$ cat src/sv/hkrb_pkg.sv
// Package for the HID keyboard/mouse report builder.
// Holds command and report codes, sizes, handshake structs and the step clamp.
// No dependencies.
package hkrb_pkg;

  localparam int MAX_MOVE_STEPS = 64;
  localparam int STEP_W = (MAX_MOVE_STEPS > 1) ? $clog2(MAX_MOVE_STEPS) : 1;
  localparam int SLOT_COUNT = 6;

  localparam logic [2:0] CMD_KEY_DOWN    = 3'd0;
  localparam logic [2:0] CMD_KEY_UP      = 3'd1;
  localparam logic [2:0] CMD_RELEASE_ALL = 3'd2;
  localparam logic [2:0] CMD_MOVE        = 3'd3;
  localparam logic [2:0] CMD_BUTTONS     = 3'd4;
  localparam logic [2:0] CMD_WHEEL       = 3'd5;

  localparam logic [1:0] KIND_NONE  = 2'd0;
  localparam logic [1:0] KIND_KBD   = 2'd1;
  localparam logic [1:0] KIND_MOUSE = 2'd2;

  localparam logic       STATUS_OK       = 1'b0;
  localparam logic       STATUS_NO_LINK  = 1'b1;

  localparam logic [7:0] MOD_LO = 8'hE0;
  localparam logic [7:0] MOD_HI = 8'hE7;

  localparam logic signed [13:0] MOVE_SAT = 14'sd8128;
  localparam logic signed [13:0] STEP_LIM = 14'sd127;

  typedef struct packed {
    logic load;
    logic emit;
  } hkrb_cmd_t;

  typedef struct packed {
    logic last;
  } hkrb_stat_t;

  function automatic logic signed [7:0] limit_step(input logic signed [13:0] v);
    logic signed [13:0] c;
    if (v > STEP_LIM) begin
      c = STEP_LIM;
    end else if (v < -STEP_LIM) begin
      c = -STEP_LIM;
    end else begin
      c = v;
    end
    return c[7:0];
  endfunction

endpackage

$ cat src/sv/hkrb_ctrl.sv
// Controller for the HID report builder: idle/work sequencing and output valid.
// Depends on hkrb_pkg.
module hkrb_ctrl
  import hkrb_pkg::*;
(
  input  logic       clk,
  input  logic       rst_n,
  input  logic       in_tvalid,
  output logic       in_tready,
  output logic       out_tvalid,
  input  logic       out_tready,
  input  hkrb_stat_t dp_stat,
  output hkrb_cmd_t  dp_cmd
);

  localparam logic ST_IDLE = 1'b0;
  localparam logic ST_WORK = 1'b1;

  logic state_r, state_nxt;
  logic out_tvalid_r, out_tvalid_nxt;

  always_comb begin
    dp_cmd.load = (state_r == ST_IDLE) && in_tvalid;
    dp_cmd.emit = (state_r == ST_WORK) && (!out_tvalid_r || out_tready);
    state_nxt = state_r;
    unique case (state_r)
      ST_IDLE: begin
        if (in_tvalid) state_nxt = ST_WORK;
      end
      ST_WORK: begin
        if (dp_cmd.emit && dp_stat.last) state_nxt = ST_IDLE;
      end
      default: state_nxt = ST_IDLE;
    endcase
    if (dp_cmd.emit) begin
      out_tvalid_nxt = 1'b1;
    end else if (out_tready) begin
      out_tvalid_nxt = 1'b0;
    end else begin
      out_tvalid_nxt = out_tvalid_r;
    end
  end

  always_ff @(posedge clk) begin
    if (!rst_n) begin
      state_r      <= ST_IDLE;
      out_tvalid_r <= 1'b0;
    end else begin
      state_r      <= state_nxt;
      out_tvalid_r <= out_tvalid_nxt;
    end
  end

  assign in_tready  = (state_r == ST_IDLE);
  assign out_tvalid = out_tvalid_r;

endmodule

$ cat src/sv/hkrb_datapath.sv
// Datapath for the HID report builder: input latch, key/modifier/button state,
// move step splitter and output register. Depends on hkrb_pkg.
module hkrb_datapath
  import hkrb_pkg::*;
(
  input  logic        clk,
  input  logic        rst_n,
  input  logic [63:0] in_tdata,
  input  logic [2:0]  in_tuser,
  input  hkrb_cmd_t   dp_cmd,
  output hkrb_stat_t  dp_stat,
  output logic [63:0] out_tdata,
  output logic [2:0]  out_tuser,
  output logic        out_tlast
);

  logic [2:0]         cmd_r;
  logic               link_r;
  logic [7:0]         usage_r;
  logic signed [13:0] rx_r, ry_r;
  logic [4:0]         mask_r;
  logic [7:0]         wv_r, wh_r;
  logic [STEP_W-1:0]  cnt_r;

  logic [7:0]         mod_r, mod_nxt;
  logic [7:0]         slots_r   [SLOT_COUNT];
  logic [7:0]         slots_nxt [SLOT_COUNT];
  logic [4:0]         held_r, held_nxt;

  logic [63:0]        tdata_r;
  logic [2:0]         tuser_r;
  logic               tlast_r;

  logic signed [13:0] mx_in, my_in, mx_sat, my_sat;
  logic signed [7:0]  sx, sy;
  logic signed [13:0] rx_step, ry_step;
  logic               is_mod, present, found;
  logic [7:0]         mod_bit;
  logic [SLOT_COUNT-1:0] match, free;
  logic [7:0]         rep [8];
  logic [63:0]        rep_data;
  logic [1:0]         kind;
  logic               status;
  logic               last;

  assign mx_in  = in_tdata[22:9];
  assign my_in  = in_tdata[36:23];
  assign mx_sat = (mx_in > MOVE_SAT) ? MOVE_SAT : ((mx_in < -MOVE_SAT) ? -MOVE_SAT : mx_in);
  assign my_sat = (my_in > MOVE_SAT) ? MOVE_SAT : ((my_in < -MOVE_SAT) ? -MOVE_SAT : my_in);

  always_comb begin
    sx      = limit_step(rx_r);
    sy      = limit_step(ry_r);
    rx_step = rx_r - 14'(sx);
    ry_step = ry_r - 14'(sy);
    is_mod  = (usage_r >= MOD_LO) && (usage_r <= MOD_HI);
    mod_bit = 8'b1 << usage_r[2:0];
    for (int i = 0; i < SLOT_COUNT; i++) begin
      match[i] = (slots_r[i] == usage_r);
      free[i]  = (slots_r[i] == 8'd0) && !match[i];
    end
    present = |match;

    mod_nxt  = mod_r;
    held_nxt = held_r;
    for (int i = 0; i < SLOT_COUNT; i++) slots_nxt[i] = slots_r[i];
    kind   = KIND_NONE;
    status = STATUS_OK;
    last   = 1'b1;
    found  = 1'b0;

    if (cmd_r > CMD_WHEEL) begin
      kind = KIND_NONE;
    end else if (!link_r) begin
      status = STATUS_NO_LINK;
    end else begin
      unique case (cmd_r)
        CMD_KEY_DOWN: begin
          if (is_mod) begin
            mod_nxt = mod_r | mod_bit;
            kind    = KIND_KBD;
          end else if (present) begin
            kind = KIND_KBD;
          end else if (|free) begin
            kind = KIND_KBD;
            for (int i = 0; i < SLOT_COUNT; i++) begin
              if (free[i] && !found) begin
                slots_nxt[i] = usage_r;
                found        = 1'b1;
              end
            end
          end
        end
        CMD_KEY_UP: begin
          kind = KIND_KBD;
          if (is_mod) begin
            mod_nxt = mod_r & ~mod_bit;
          end else begin
            for (int i = 0; i < SLOT_COUNT; i++) begin
              if (match[i]) slots_nxt[i] = 8'd0;
            end
          end
        end
        CMD_RELEASE_ALL: begin
          mod_nxt  = 8'd0;
          held_nxt = 5'd0;
          for (int i = 0; i < SLOT_COUNT; i++) slots_nxt[i] = 8'd0;
          if (cnt_r == '0) begin
            kind = KIND_KBD;
            last = 1'b0;
          end else begin
            kind = KIND_MOUSE;
          end
        end
        CMD_MOVE: begin
          if (rx_r != 14'sd0 || ry_r != 14'sd0) begin
            kind = KIND_MOUSE;
            last = ((rx_step == 14'sd0) && (ry_step == 14'sd0)) ||
                   (cnt_r == STEP_W'(MAX_MOVE_STEPS - 1));
          end
        end
        CMD_BUTTONS: begin
          if (mask_r != held_r) begin
            held_nxt = mask_r;
            kind     = KIND_MOUSE;
          end
        end
        CMD_WHEEL: begin
          kind = KIND_MOUSE;
        end
        default: kind = KIND_NONE;
      endcase
    end

    for (int i = 0; i < 8; i++) rep[i] = 8'd0;
    if (kind == KIND_KBD) begin
      rep[0] = mod_nxt;
      for (int i = 0; i < SLOT_COUNT; i++) rep[2+i] = slots_nxt[i];
    end else if (kind == KIND_MOUSE) begin
      rep[0] = {3'b000, held_nxt};
      if (cmd_r == CMD_MOVE) begin
        rep[1] = sx;
        rep[2] = sy;
      end else if (cmd_r == CMD_WHEEL) begin
        rep[3] = wv_r;
        rep[4] = wh_r;
      end
    end
    for (int i = 0; i < 8; i++) rep_data[8*i +: 8] = rep[i];
  end

  always_ff @(posedge clk) begin
    if (dp_cmd.load) begin
      cmd_r   <= in_tuser;
      link_r  <= in_tdata[0];
      usage_r <= in_tdata[8:1];
      rx_r    <= mx_sat;
      ry_r    <= my_sat;
      mask_r  <= in_tdata[41:37];
      wv_r    <= in_tdata[52:45];
      wh_r    <= in_tdata[60:53];
    end else if (dp_cmd.emit) begin
      rx_r <= rx_step;
      ry_r <= ry_step;
    end
    if (dp_cmd.emit) begin
      tdata_r <= rep_data;
      tuser_r <= {status, kind};
      tlast_r <= last;
    end
  end

  always_ff @(posedge clk) begin
    if (!rst_n) begin
      cnt_r  <= '0;
      mod_r  <= 8'd0;
      held_r <= 5'd0;
      for (int i = 0; i < SLOT_COUNT; i++) slots_r[i] <= 8'd0;
    end else begin
      if (dp_cmd.load) begin
        cnt_r <= '0;
      end else if (dp_cmd.emit) begin
        cnt_r <= cnt_r + 1'b1;
      end
      if (dp_cmd.emit) begin
        mod_r  <= mod_nxt;
        held_r <= held_nxt;
        for (int i = 0; i < SLOT_COUNT; i++) slots_r[i] <= slots_nxt[i];
      end
    end
  end

  assign dp_stat.last = last;
  assign out_tdata    = tdata_r;
  assign out_tuser    = tuser_r;
  assign out_tlast    = tlast_r;

endmodule

$ cat src/sv/hid_keyboard_mouse_report_builder_top.sv
// HID keyboard/mouse report builder, top level. A command is latched into the
// datapath input registers, then its first report into the output register once
// that register is free. One report per cycle while the output is taken; a
// command yields 1 to 64 reports and holds off the next command until its last
// report is registered. Reset (rst_n low, synchronous) clears modifiers, key slots,
// buttons and all handshake state. Depends on hkrb_pkg, hkrb_ctrl, hkrb_datapath.
module hid_keyboard_mouse_report_builder_top
  import hkrb_pkg::*;
(
  input  logic        clk,
  input  logic        rst_n,
  input  logic        in_tvalid,
  output logic        in_tready,
  // [0] link_up, [8:1] usage, [22:9] move_x, [36:23] move_y,
  // [41:37] button_mask, [52:45] wheel_vertical, [60:53] wheel_horizontal
  input  logic [63:0] in_tdata,
  // [2:0] command
  input  logic [2:0]  in_tuser,
  output logic        out_tvalid,
  input  logic        out_tready,
  // [7:0] report_byte0 ... [63:56] report_byte7
  output logic [63:0] out_tdata,
  // [1:0] report_kind, [2] status
  output logic [2:0]  out_tuser,
  output logic        out_tlast
);

  hkrb_cmd_t  dp_cmd;
  hkrb_stat_t dp_stat;

  hkrb_ctrl u_ctrl (
    .clk        (clk),
    .rst_n      (rst_n),
    .in_tvalid  (in_tvalid),
    .in_tready  (in_tready),
    .out_tvalid (out_tvalid),
    .out_tready (out_tready),
    .dp_stat    (dp_stat),
    .dp_cmd     (dp_cmd)
  );

  hkrb_datapath u_dp (
    .clk       (clk),
    .rst_n     (rst_n),
    .in_tdata  (in_tdata),
    .in_tuser  (in_tuser),
    .dp_cmd    (dp_cmd),
    .dp_stat   (dp_stat),
    .out_tdata (out_tdata),
    .out_tuser (out_tuser),
    .out_tlast (out_tlast)
  );

  a_accept_busy: assert property (@(posedge clk) disable iff (!rst_n)
    (in_tvalid && in_tready) |=> !in_tready)
    else $error("input accepted while previous item still in work");

  a_no_overwrite: assert property (@(posedge clk) disable iff (!rst_n)
    dp_cmd.emit |-> !(out_tvalid && !out_tready))
    else $error("result register overwritten while waiting");

  a_load_emit_excl: assert property (@(posedge clk) disable iff (!rst_n)
    !(dp_cmd.load && dp_cmd.emit))
    else $error("load and emit in the same cycle");

  a_none_zero: assert property (@(posedge clk) disable iff (!rst_n)
    (out_tvalid && out_tuser[1:0] == KIND_NONE) |-> (out_tdata == 64'd0 && out_tlast))
    else $error("empty result carries data or is not last");

endmodule

$ cat config.mk
export PLATFORM = sky130hd
export DESIGN_NAME = hid_keyboard_mouse_report_builder_top
export DESIGN_NICKNAME = d
export VERILOG_FILES = /design/src/sv/hkrb_pkg.sv /design/src/sv/hkrb_ctrl.sv /design/src/sv/hkrb_datapath.sv /design/src/sv/hid_keyboard_mouse_report_builder_top.sv
export SDC_FILE = /design/constraint.sdc
export NUM_CORES = 1
export LEC_CHECK = 0
export BUFFER_PORTS_ARGS = -buffer_cell sky130_fd_sc_hd__buf_4
export CORE_MARGIN = 2
export CORE_UTILIZATION = 55
export CTS_CLUSTER_DIAMETER = 50
export DETAILED_ROUTE_END_ITERATION = 8
export PLACE_DENSITY_LB_ADDON = 0.05
export SETUP_SLACK_MARGIN = 0.15
export SYNTH_ARGS = -nofsm -noshare
export SYNTH_HDL_FRONTEND = slang
export SYNTH_HIERARCHICAL = 1
export SYNTH_SLANG_ARGS = --single-unit
export TNS_END_PERCENT = 10
$ cat constraint.sdc
create_clock -name clk -period 8.2 [get_ports clk]
set_input_delay 0.82 -clock clk [delete_from_list [all_inputs] [get_ports clk]]
set_output_delay 0.82 -clock clk [all_outputs]
set_load 0.01 [all_outputs]
### Yosys cells after proc, flatten, opt, wreduce, memory -nomap -nowiden

Memory sizes are Yosys's and may differ from the RTL's.
Index checks and enable logic that the tools add are counted.

| cells by class | value |
|---|---|
| $mul | 0 |
| shift-type cells | 1 |
| bitwise operators | 13 |
| order comparisons | 11 |
| eq/ne operators | 15 |
| div/mod/pow operators | 0 |
| reduce and logical (&&, ||, !) cells | 49 |
| add/subtract/negate cells | 3 |
| multiplexer cells | 111 |

Operator list:

| cell | number |
|---|---|
| 48-bit two-way mux | 6 |
| 8-bit two-way mux | 27 |
| 48-bit one-hot mux with 3 select lines | 1 |
| 14-bit two-way mux | 8 |
| 1-bit two-way mux | 49 |
| 8-bit == test | 6 |
| 8-bit zero test | 6 |
| 16-bit two-way mux | 3 |
| 37-bit two-way mux | 1 |
| 14-bit greater-than comparator (second input constant) | 2 |
| 14-bit by 8-bit greater-than comparator with 1-bit output (second input constant) | 2 |
| 14-bit zero test | 2 |
| 14-bit < comparator (second input constant) | 2 |
| 14-bit by 8-bit < comparator with 1-bit output (second input constant) | 2 |
| 14-bit nonzero test | 2 |
| 14-bit by 8-bit subtractor with 14-bit output | 2 |
| 24-bit two-way mux | 1 |
| 8-bit one-hot mux with 3 select lines | 1 |
| 1-bit logical AND | 16 |
| 5-bit two-way mux | 3 |
| 2-bit two-way mux | 7 |
| 1-bit zero test | 12 |
| 2-bit one-hot mux with 6 select lines | 1 |
| 6-bit OR reduction | 2 |
| 25 further kinds | 39 |

| word-level totals | value |
|---|---|
| input port bits | 71 |
| bits in registers | 150 |
| latch bits | 0 |
| RAM bits | 48 |
| memories kept | 1 |
| memory bits (read-only) | 0 |

Memories:

| memory | words | width | rd ports | clocked after Yosys merged registers in | wr ports | RTL line | source |
|---|---|---|---|---|---|---|---|
| u_dp.slots_r | 6 | 8 | 6 | 0 | 6 | hkrb_datapath.sv:26 | `logic [7:0] slots_r [SLOT_COUNT];` |

### Logic depth before layout (Yosys ltp)

Gate-level depths: netlist of the first run.
An unclocked memory read counts as a cell.

| logic depth | value |
|---|---|
| word-level depth | 57 |
| mapped depth | 17 |
| depth with buffers taken out | 17 |

### By module

The synthesis of the first run kept the hierarchy.

Modules (own cells, without submodules):

| module | area an instance (um^2) | times used | cells each |
|---|---|---|---|
| hkrb_datapath | 10,971.8 | 1 | 1,047 |
| hkrb_ctrl | 100.1 | 1 | 10 |

### Worst setup path before layout of the first run

No wires, ideal clock.

| timing path | value |
|---|---|
| kind | reg2reg |
| start | reg u_dp.rx_r[3] |
| end | reg u_ctrl.state_r |
| buffers on the path | 0 |
| slack | 4.245 ns |
| data arrival time | 3.824 ns |
| library setup time | 0.130 ns |
| stages on the path, launching flop included | 15 |
| cell sequence | edfxtp_1 > or4_1 > nor4_1 > o31ai_2 > a21oi_1 > ha_1 > a21oi_1 > a21boi_0 > a2111oi_4 > o31a_1 > mux2i_1 > a2111oi_2 > nand4_1 > o31ai_1 > a31oi_1 |

| between the ends | value |
|---|---|
| longest elaborated chain between the ends | 14 |
| elaborated cells on any way between the ends | 17 |
| those cells by class | add/sub: 1; order compare: 2; mux: 8; reduce/logical: 6 |

Ends and longest elaborated chain:

| what | RTL line | source |
|---|---|---|
| from (decl) | hkrb_datapath.sv:20 | `logic signed [13:0] rx_r, ry_r;` |
| from (signal assigned) | hkrb_datapath.sv:157 | `rx_r <= mx_sat;` |
| from (signal assigned) | hkrb_datapath.sv:163 | `rx_r <= rx_step;` |
| 14-bit by 8-bit < comparator with 1-bit output | hkrb_pkg.sv:43 | `end else if (v < -STEP_LIM) begin` |
| 8-bit two-way mux | hkrb_pkg.sv:43 |  |
| 8-bit two-way mux | hkrb_pkg.sv:41 | `if (v > STEP_LIM) begin` |
| 14-bit by 8-bit subtractor with 14-bit output | hkrb_datapath.sv:54 | `rx_step = rx_r - 14'(sx);` |
| 14-bit zero test | hkrb_datapath.sv:118 | `last = ((rx_step == 14'sd0) && (ry_step == 14'sd0)) \|\|` |
| 1-bit logical AND | hkrb_datapath.sv:118 |  |
| 1-bit logical OR | hkrb_datapath.sv:118 |  |
| 1-bit two-way mux (*) | hkrb_datapath.sv:116 | `if (rx_r != 14'sd0 \|\| ry_r != 14'sd0) begin` |
| 1-bit one-hot mux with 2 select lines (*) | hkrb_datapath.sv:77 | `unique case (cmd_r)` |
| 1-bit two-way mux (*) | hkrb_datapath.sv:74 | `end else if (!link_r) begin` |
| 1-bit two-way mux (*) | hkrb_datapath.sv:72 | `if (cmd_r > CMD_WHEEL) begin` |
| named net dp_stat | hid_keyboard_mouse_report_builder_top.sv:29 | `hkrb_stat_t dp_stat;` |
| 1-bit logical AND (*) | hkrb_ctrl.sv:31 | `if (dp_cmd.emit && dp_stat.last) state_nxt = ST_IDLE;` |
| 1-bit two-way mux (*) | hkrb_ctrl.sv:31 |  |
| 1-bit one-hot mux with 2 select lines (*) | hkrb_ctrl.sv:26 | `unique case (state_r)` |
| to (signal assigned) | hkrb_ctrl.sv:49 | `state_r <= state_nxt;` |
| to (decl) | hkrb_ctrl.sv:19 | `logic state_r, state_nxt;` |

Mark *: on every way through the listed nets, which the timed path passes. The rest lies on a longest branch.
A chain may end at the register's enable or synchronous reset.

### Final worst setup path of the first run

Same ends and word-level chain as after synthesis.

==> impl_metrics.tcl, run 1 <==
set metrics [dict create \
    status "complete, no violations" \
    cts_resized 0 \
    powerDensity_nw_per_um2 291 \
    end_kind "register" \
    core_area_um2 19600 \
    synthDistinctLibCells 77 \
    post-route-period-util 0.598 \
    tightest_slew_ns 1.33 \
    place_ws_ns 3.35 \
    setup_viol 0 \
    dp_hpwl_um 19400 \
    ys.flop_type "edfxtp_1" \
    die_h_um 146 \
    cp_slowest_cell "edfxtp_1" \
    crit_chain "or4_1 -> nor4_1 -> o31ai_2 -> a21oi_1 -> ha_1 -> a21oi_1 -> a21boi_0 -> a2111oi_4 -> o31a_1 -> mux2i_1 -> a2111oi_2 -> nand4_1 -> o31ai_1 -> a31oi_1" \
    grt_start_max_net_pins 77 \
    wire_per_inst_um 19.3 \
    ys_seq_area_frac 0.518 \
    syn_area_um2 11100 \
    diodes 0 \
    async_flop_share 0 \
    ys_top_cells_by_area "edfxtp_1 (48%), xor2_1 (4.5%), nand2_1 (4.1%)" \
    clk_latency_ns 0.44 \
    layout_commonest_cell "edfxtp_1" \
    cts_buffer_depth 2 \
    hold_path.class "register to register" \
    yosysTopAreaCellShare 0.480 \
    drive_above_1_share 0.164 \
    fmax_ghz 0.204 \
    ant_nets 0 \
    placed_area_um2 12200 \
    setup_ws_ns 3.29 \
    timing.slew.headroom 0.0980 \
    min_period_ns 4.91 \
    num_vias 8948 \
    numCtsBuffers 17 \
    pin_count 141 \
    mostFrequentLayoutCells "edfxtp_1 (177), buf_4 (140), nand2_1 (122)" \
    power.total_mw 3.72 \
    start_util 0.565 \
    required_ns 8.49 \
    grt-ovfl-total 0 \
    cpPeakStageDelay_ns 0.50 \
    avgSynthCellArea_um2 10.5 \
    htree_num_levels 4 \
    wl_met2_um 12800 \
    rsz0062_at_grt "no" \
    setup.worst_path.class "register to register" \
    yosys.area.top_type "edfxtp_1" \
    grt_use_total 0.260 \
    area_growth_syn_to_layout_pct 15.3 \
    synth-edff-count 177 \
    routedLengthMet1_um 12100 \
    gp_congestion 0.900 \
    cts_tree "done" \
    critPathMaxFanout 9 \
    io_buffers 134 \
    cpMostUsedCell "a21oi_1" \
    cp.arrival_ns 5.20 \
    grt_pass1_wl_um 44000 \
    cts-root-buf "clkbuf_16" \
    syn-num-nets 1158 \
    ir_worst_vdd_uv 234 \
    finClkSkew_ns 0.0154 \
    topRoutingLayerUsed "met4" \
    antenna_found_initial 0 \
    fin_area_um2 12800 \
    drt-initial-drc-count 821 \
    wl_met3_um 2030 \
    clk_pin_slew_ns 0.08 \
    r2r_setup_slack_ns 3.29 \
    grt_pass1_vias 8350 \
    regArea_um2 5740 \
    dr.pass1.iters 6 \
    drv_slew 0 \
    drc 0 \
    rows 51 \
    post_cts.repair.setup_buffers 0 \
    hold_viol_final 0 \
    start_kind "register" \
    via_per_inst 6.22 \
    layout.nets 1261 \
    yosysWarnings 6 \
    syn_inst 1057 \
    fp.dieArea_um2 21300 \
    nFillCells 1596 \
    hold_ws_ns 0.487 \
    setup_tns_ns 0 \
    synth.ff_latch_count 198 \
    multiInputGateArea_um2 4970 \
    postCtsHoldBufs 0 \
    maxCapViolCount 0 \
    clock_sinks 198 \
    die_x_um 146 \
    drt_wl_total_um 27700 \
    p_leak_nw 4.91 \
]
## worst paths after layout
path	startpoint	end	cells past startpoint
max	u_dp/rx_r[3]$_DFFE_PP_	u_ctrl/state_r$_SDFF_PN0_	14
min	u_dp/mod_r[6]$_SDFFE_PN0P_	u_dp/mod_r[6]$_SDFFE_PN0P_	1
max reg2reg	u_dp/rx_r[3]$_DFFE_PP_	u_ctrl/state_r$_SDFF_PN0_	14
min reg2reg	u_dp/mod_r[6]$_SDFFE_PN0P_	u_dp/mod_r[6]$_SDFFE_PN0P_	1
## final cells by class
type,count,share of cell area
Inverter,28,0.00823
Multi-Input combinational cell,775,0.390
Clock buffer,18,0.0336
Timing Repair Buffer,140,0.0823
Clock inverter,14,0.0108
Tap cell,265,0.0260
Sequential cell,198,0.449
## metrics by stage
stage | cells | util
2_1_floorplan | 1057 | -
3_3_place_gp | 1406 | 0.623
3_5_place_dp | 1406 | 0.623
4_1_cts | 1438 | 0.652
5_1_grt | 1438 | 0.652
6_report | 1438 | 0.652
## critical path: cells and delay by family (launching register included)
kind,cells,cell delay [ns]
adder cells (fa/ha/maj),1,0.32
multiplexers,1,0.11
AO/OA/AOI/OAI,9,2.75
AND/OR/NAND/NOR,3,1.05
flip-flops,1,0.50
## cells in the mapped netlist (4+ instances only)
library cell / instances
a22oi_1: 35
o21a_1: 10
o211a_1: 15
o22ai_1: 15
ha_1: 28
clkbuf_1: 34
nor3_1: 20
or3_1: 5
o221ai_1: 4
a21oi_1: 56
nor4_2: 5
a21o_1: 10
nand2_1: 122
nor4_1: 27
edfxtp_1: 177
nor2_1: 93
o211ai_1: 10
or4_1: 6
a32o_1: 17
buf_4: 6
xor2_1: 57
nor2b_1: 16
mux2i_1: 6
dfxtp_1: 21
o31ai_1: 7
or2_2: 4
inv_1: 27
nand2b_1: 11
and3_1: 22
o21ai_0: 60
nand4_1: 16
buf_2: 11
xnor2_1: 11
nand3_1: 12
a31oi_1: 10
## power by group
part	switching [mW]	total, mW	leakage (nW)	internal (mW)
Combinational	0.900	1.50	2.68	0.603
Clock	0.402	0.805	0.276	0.403
Sequential	0.133	1.41	1.95	1.28
## logic make-up after synthesis
group / Yosys count / share of synthesized area
AND/OR/NAND/NOR: 381 / 0.172
AO/OA/AOI/OAI: 290 / 0.182
flip-flops: 198 / 0.518
buffers and inverters: 84 / 0.0331
XOR/XNOR: 68 / 0.0538
adder cells (fa/ha/maj): 30 / 0.0353
multiplexers: 6 / 0.00542
## registers in the layout, indices dropped and copies added, names as in the netlist
signal and cells:
u_ctrl/out_tvalid 1, u_ctrl/state_r 1, u_dp/cmd_r 3, u_dp/cnt_r 6, u_dp/held_r 5, u_dp/link_r 1, u_dp/mask_r 5, u_dp/mod_r 8
u_dp/out_tdata 64, u_dp/out_tlast 1, u_dp/out_tuser 3, u_dp/rx_r 14, u_dp/ry_r 14, u_dp/slots_r 48, u_dp/usage_r 8, u_dp/wh_r 8
u_dp/wv_r 8
## routing by layer
metal | up-vias | GRT usage
li1 | 4230 | -
met1 | 4297 | 0.370
met2 | 372 | 0.404
met3 | 49 | 0.0470
met4 | 0 | 0.0907
met5 | - | 0
Power figures use the tool's default switching activity.
==> run 2, diff against run 1 <==
--- a/config.mk
+++ b/config.mk
@@ -7,7 +7,7 @@
 export LEC_CHECK = 0
 export BUFFER_PORTS_ARGS = -buffer_cell sky130_fd_sc_hd__buf_4
 export CORE_MARGIN = 2
-export CORE_UTILIZATION = 55
+export CORE_UTILIZATION = 53
 export CTS_CLUSTER_DIAMETER = 50
 export DETAILED_ROUTE_END_ITERATION = 8
 export PLACE_DENSITY_LB_ADDON = 0.05
==> constraint.sdc (replaced) <==
create_clock -name clk -period 4.4 [get_ports clk]
set_input_delay 0.44 -clock clk [delete_from_list [all_inputs] [get_ports clk]]
set_output_delay 0.44 -clock clk [all_outputs]
set_load 0.01 [all_outputs]
==> impl_metrics.tcl, run 2 (synthesis gave the netlist of run 1 again) <==
set metrics [dict create \
    grt_use_total 0.262 \
    wire_per_inst_um 19.4 \
    clk_latency_ns 0.44 \
    fmax_ghz 0.244 \
    cp.arrival_ns 4.28 \
    ir_worst_vdd_uv 410 \
    status "complete, no violations" \
    hold_viol_final 0 \
    grt_start_max_net_pins 80 \
    final_util 0.639 \
    num_vias 9035 \
    setup_ws_ns 0.306 \
    end_kind "register" \
    hold_ws_ns 0.172 \
    post-route-period-util 0.930 \
    via_per_inst 6.20 \
    critPathMaxFanout 7 \
    dr.pass1.iters 5 \
    setup_viol 0 \
    dp_hpwl_um 20200 \
    layout.nets 1276 \
    core_area_um2 20400 \
    pin_count 141 \
    maxCapViolCount 0 \
    postCtsHoldBufs 0 \
    cts_tree "done" \
    die_x_um 149 \
    drc 0 \
    diodes 0 \
    drive_above_1_share 0.191 \
    place_ws_ns 0.0825 \
    ant_nets 0 \
    timing.slew.headroom 0.123 \
    start_kind "register" \
    htree_num_levels 4 \
    required_ns 4.59 \
    fin_cells 1457 \
    grt_pass1_vias 8454 \
    powerDensity_nw_per_um2 555 \
    tightest_slew_ns 1.30 \
    drt-initial-drc-count 900 \
    nFillCells 1683 \
    numCtsBuffers 17 \
    grt-ovfl-total 0 \
    setup_tns_ns 0 \
    die_h_um 149 \
    clock_sinks 198 \
    grt_pass1_wl_um 45400 \
    start_util 0.544 \
    finClkSkew_ns 0.0120 \
    io_buffers 134 \
    largest_reg_flops 64 \
    drt_wl_total_um 28300 \
    setup.worst_path.class "register to register" \
    fp.dieArea_um2 22100 \
    cts_buffer_depth 2 \
    drv_slew 0 \
    layout_commonest_cell "edfxtp_1" \
    dp.cells 1425 \
    cts-root-buf "clkbuf_16" \
    hold_path.class "input port to register" \
    rows 52 \
    gp_congestion 0.899 \
    area_growth_syn_to_layout_pct 17.5 \
    rsz0062_at_grt "yes" \
    mostFrequentLayoutCells "edfxtp_1 (177), buf_4 (155), nand2_1 (121)" \
    p_leak_nw 4.99 \
    regArea_um2 5740 \
    multiInputGateArea_um2 5100 \
    clk_pin_slew_ns 0.08 \
    antenna_found_initial 0 \
    min_period_ns 4.09 \
]
==> run 2: layer usage <==
metal	vias to the layer above	track usage	routed length [um]
li1	4259	-	-
met1	4373	0.379	12600
met2	362	0.414	13200
met3	41	0.0325	1950
met4	0	0.0814	560
met5	-	0	0
==> run 2: final timing paths <==
kind,slack [ns],depth (start not counted),from,endpoint
setup / recovery,0.31,15,u_dp/rx_r[10]$_DFFE_PP_,u_dp/out_tlast$_DFFE_PP_
hold / removal,0.17,1,in_tdata[8],u_dp/usage_r[7]$_DFFE_PP_
setup reg to reg,0.31,15,u_dp/rx_r[10]$_DFFE_PP_,u_dp/out_tlast$_DFFE_PP_
hold reg to reg,0.48,1,u_dp/mod_r[5]$_SDFFE_PN0P_,u_dp/mod_r[5]$_SDFFE_PN0P_
==> run 2: power by group <==
part | total, mW | internal, mW | switching, mW | leakage (nW)
Clock | 1.52 | 0.799 | 0.723 | 0.278
Sequential | 2.63 | 2.38 | 0.252 | 1.95
Combinational | 3.07 | 1.26 | 1.80 | 2.77
Total | 7.22 | 4.44 | 2.78 | 4.99
==> run 2: per-stage QoR <==
stage / area [um2] / power, mW
CTS: 12900 / 7.05
floorplan: 11100 / 4.67
global route: 13000 / 7.66
finish: 13000 / 7.22
detailed placement: 12300 / 5.49
global placement: 12300 / 5.46
==> run 2: layout make-up <==
class / count / share of cell area
Multi-Input combinational cell: 775 / 0.392
Inverter: 28 / 0.00808
Timing Repair Buffer: 155 / 0.0894
Clock buffer: 18 / 0.0330
Tap cell: 270 / 0.0260
Sequential cell: 198 / 0.441
Clock inverter: 13 / 0.0110
==> run 2: timing repair <==
action                     4_1_cts  5_1_grt
gates resized for setup          3       27
setup endpoints to repair        2        4
buffers inserted                 0        1
pin swaps                        1        5
==> run 2: worst max-delay path, cell delays in order, from the launching register on <==
cell and delay [ns]:
edfxtp_1 0.47, nand4_1 0.29, o31ai_2 0.42, buf_4 0.23, nand2_1 0.06, ha_1 0.21
fa_1 0.42, nor2b_2 0.18, o221ai_1 0.16, nand4_1 0.18, nand2_2 0.13, o22ai_1 0.28
nor4b_1 0.10, a311oi_1 0.40, o31ai_1 0.15, buf_4 0.16
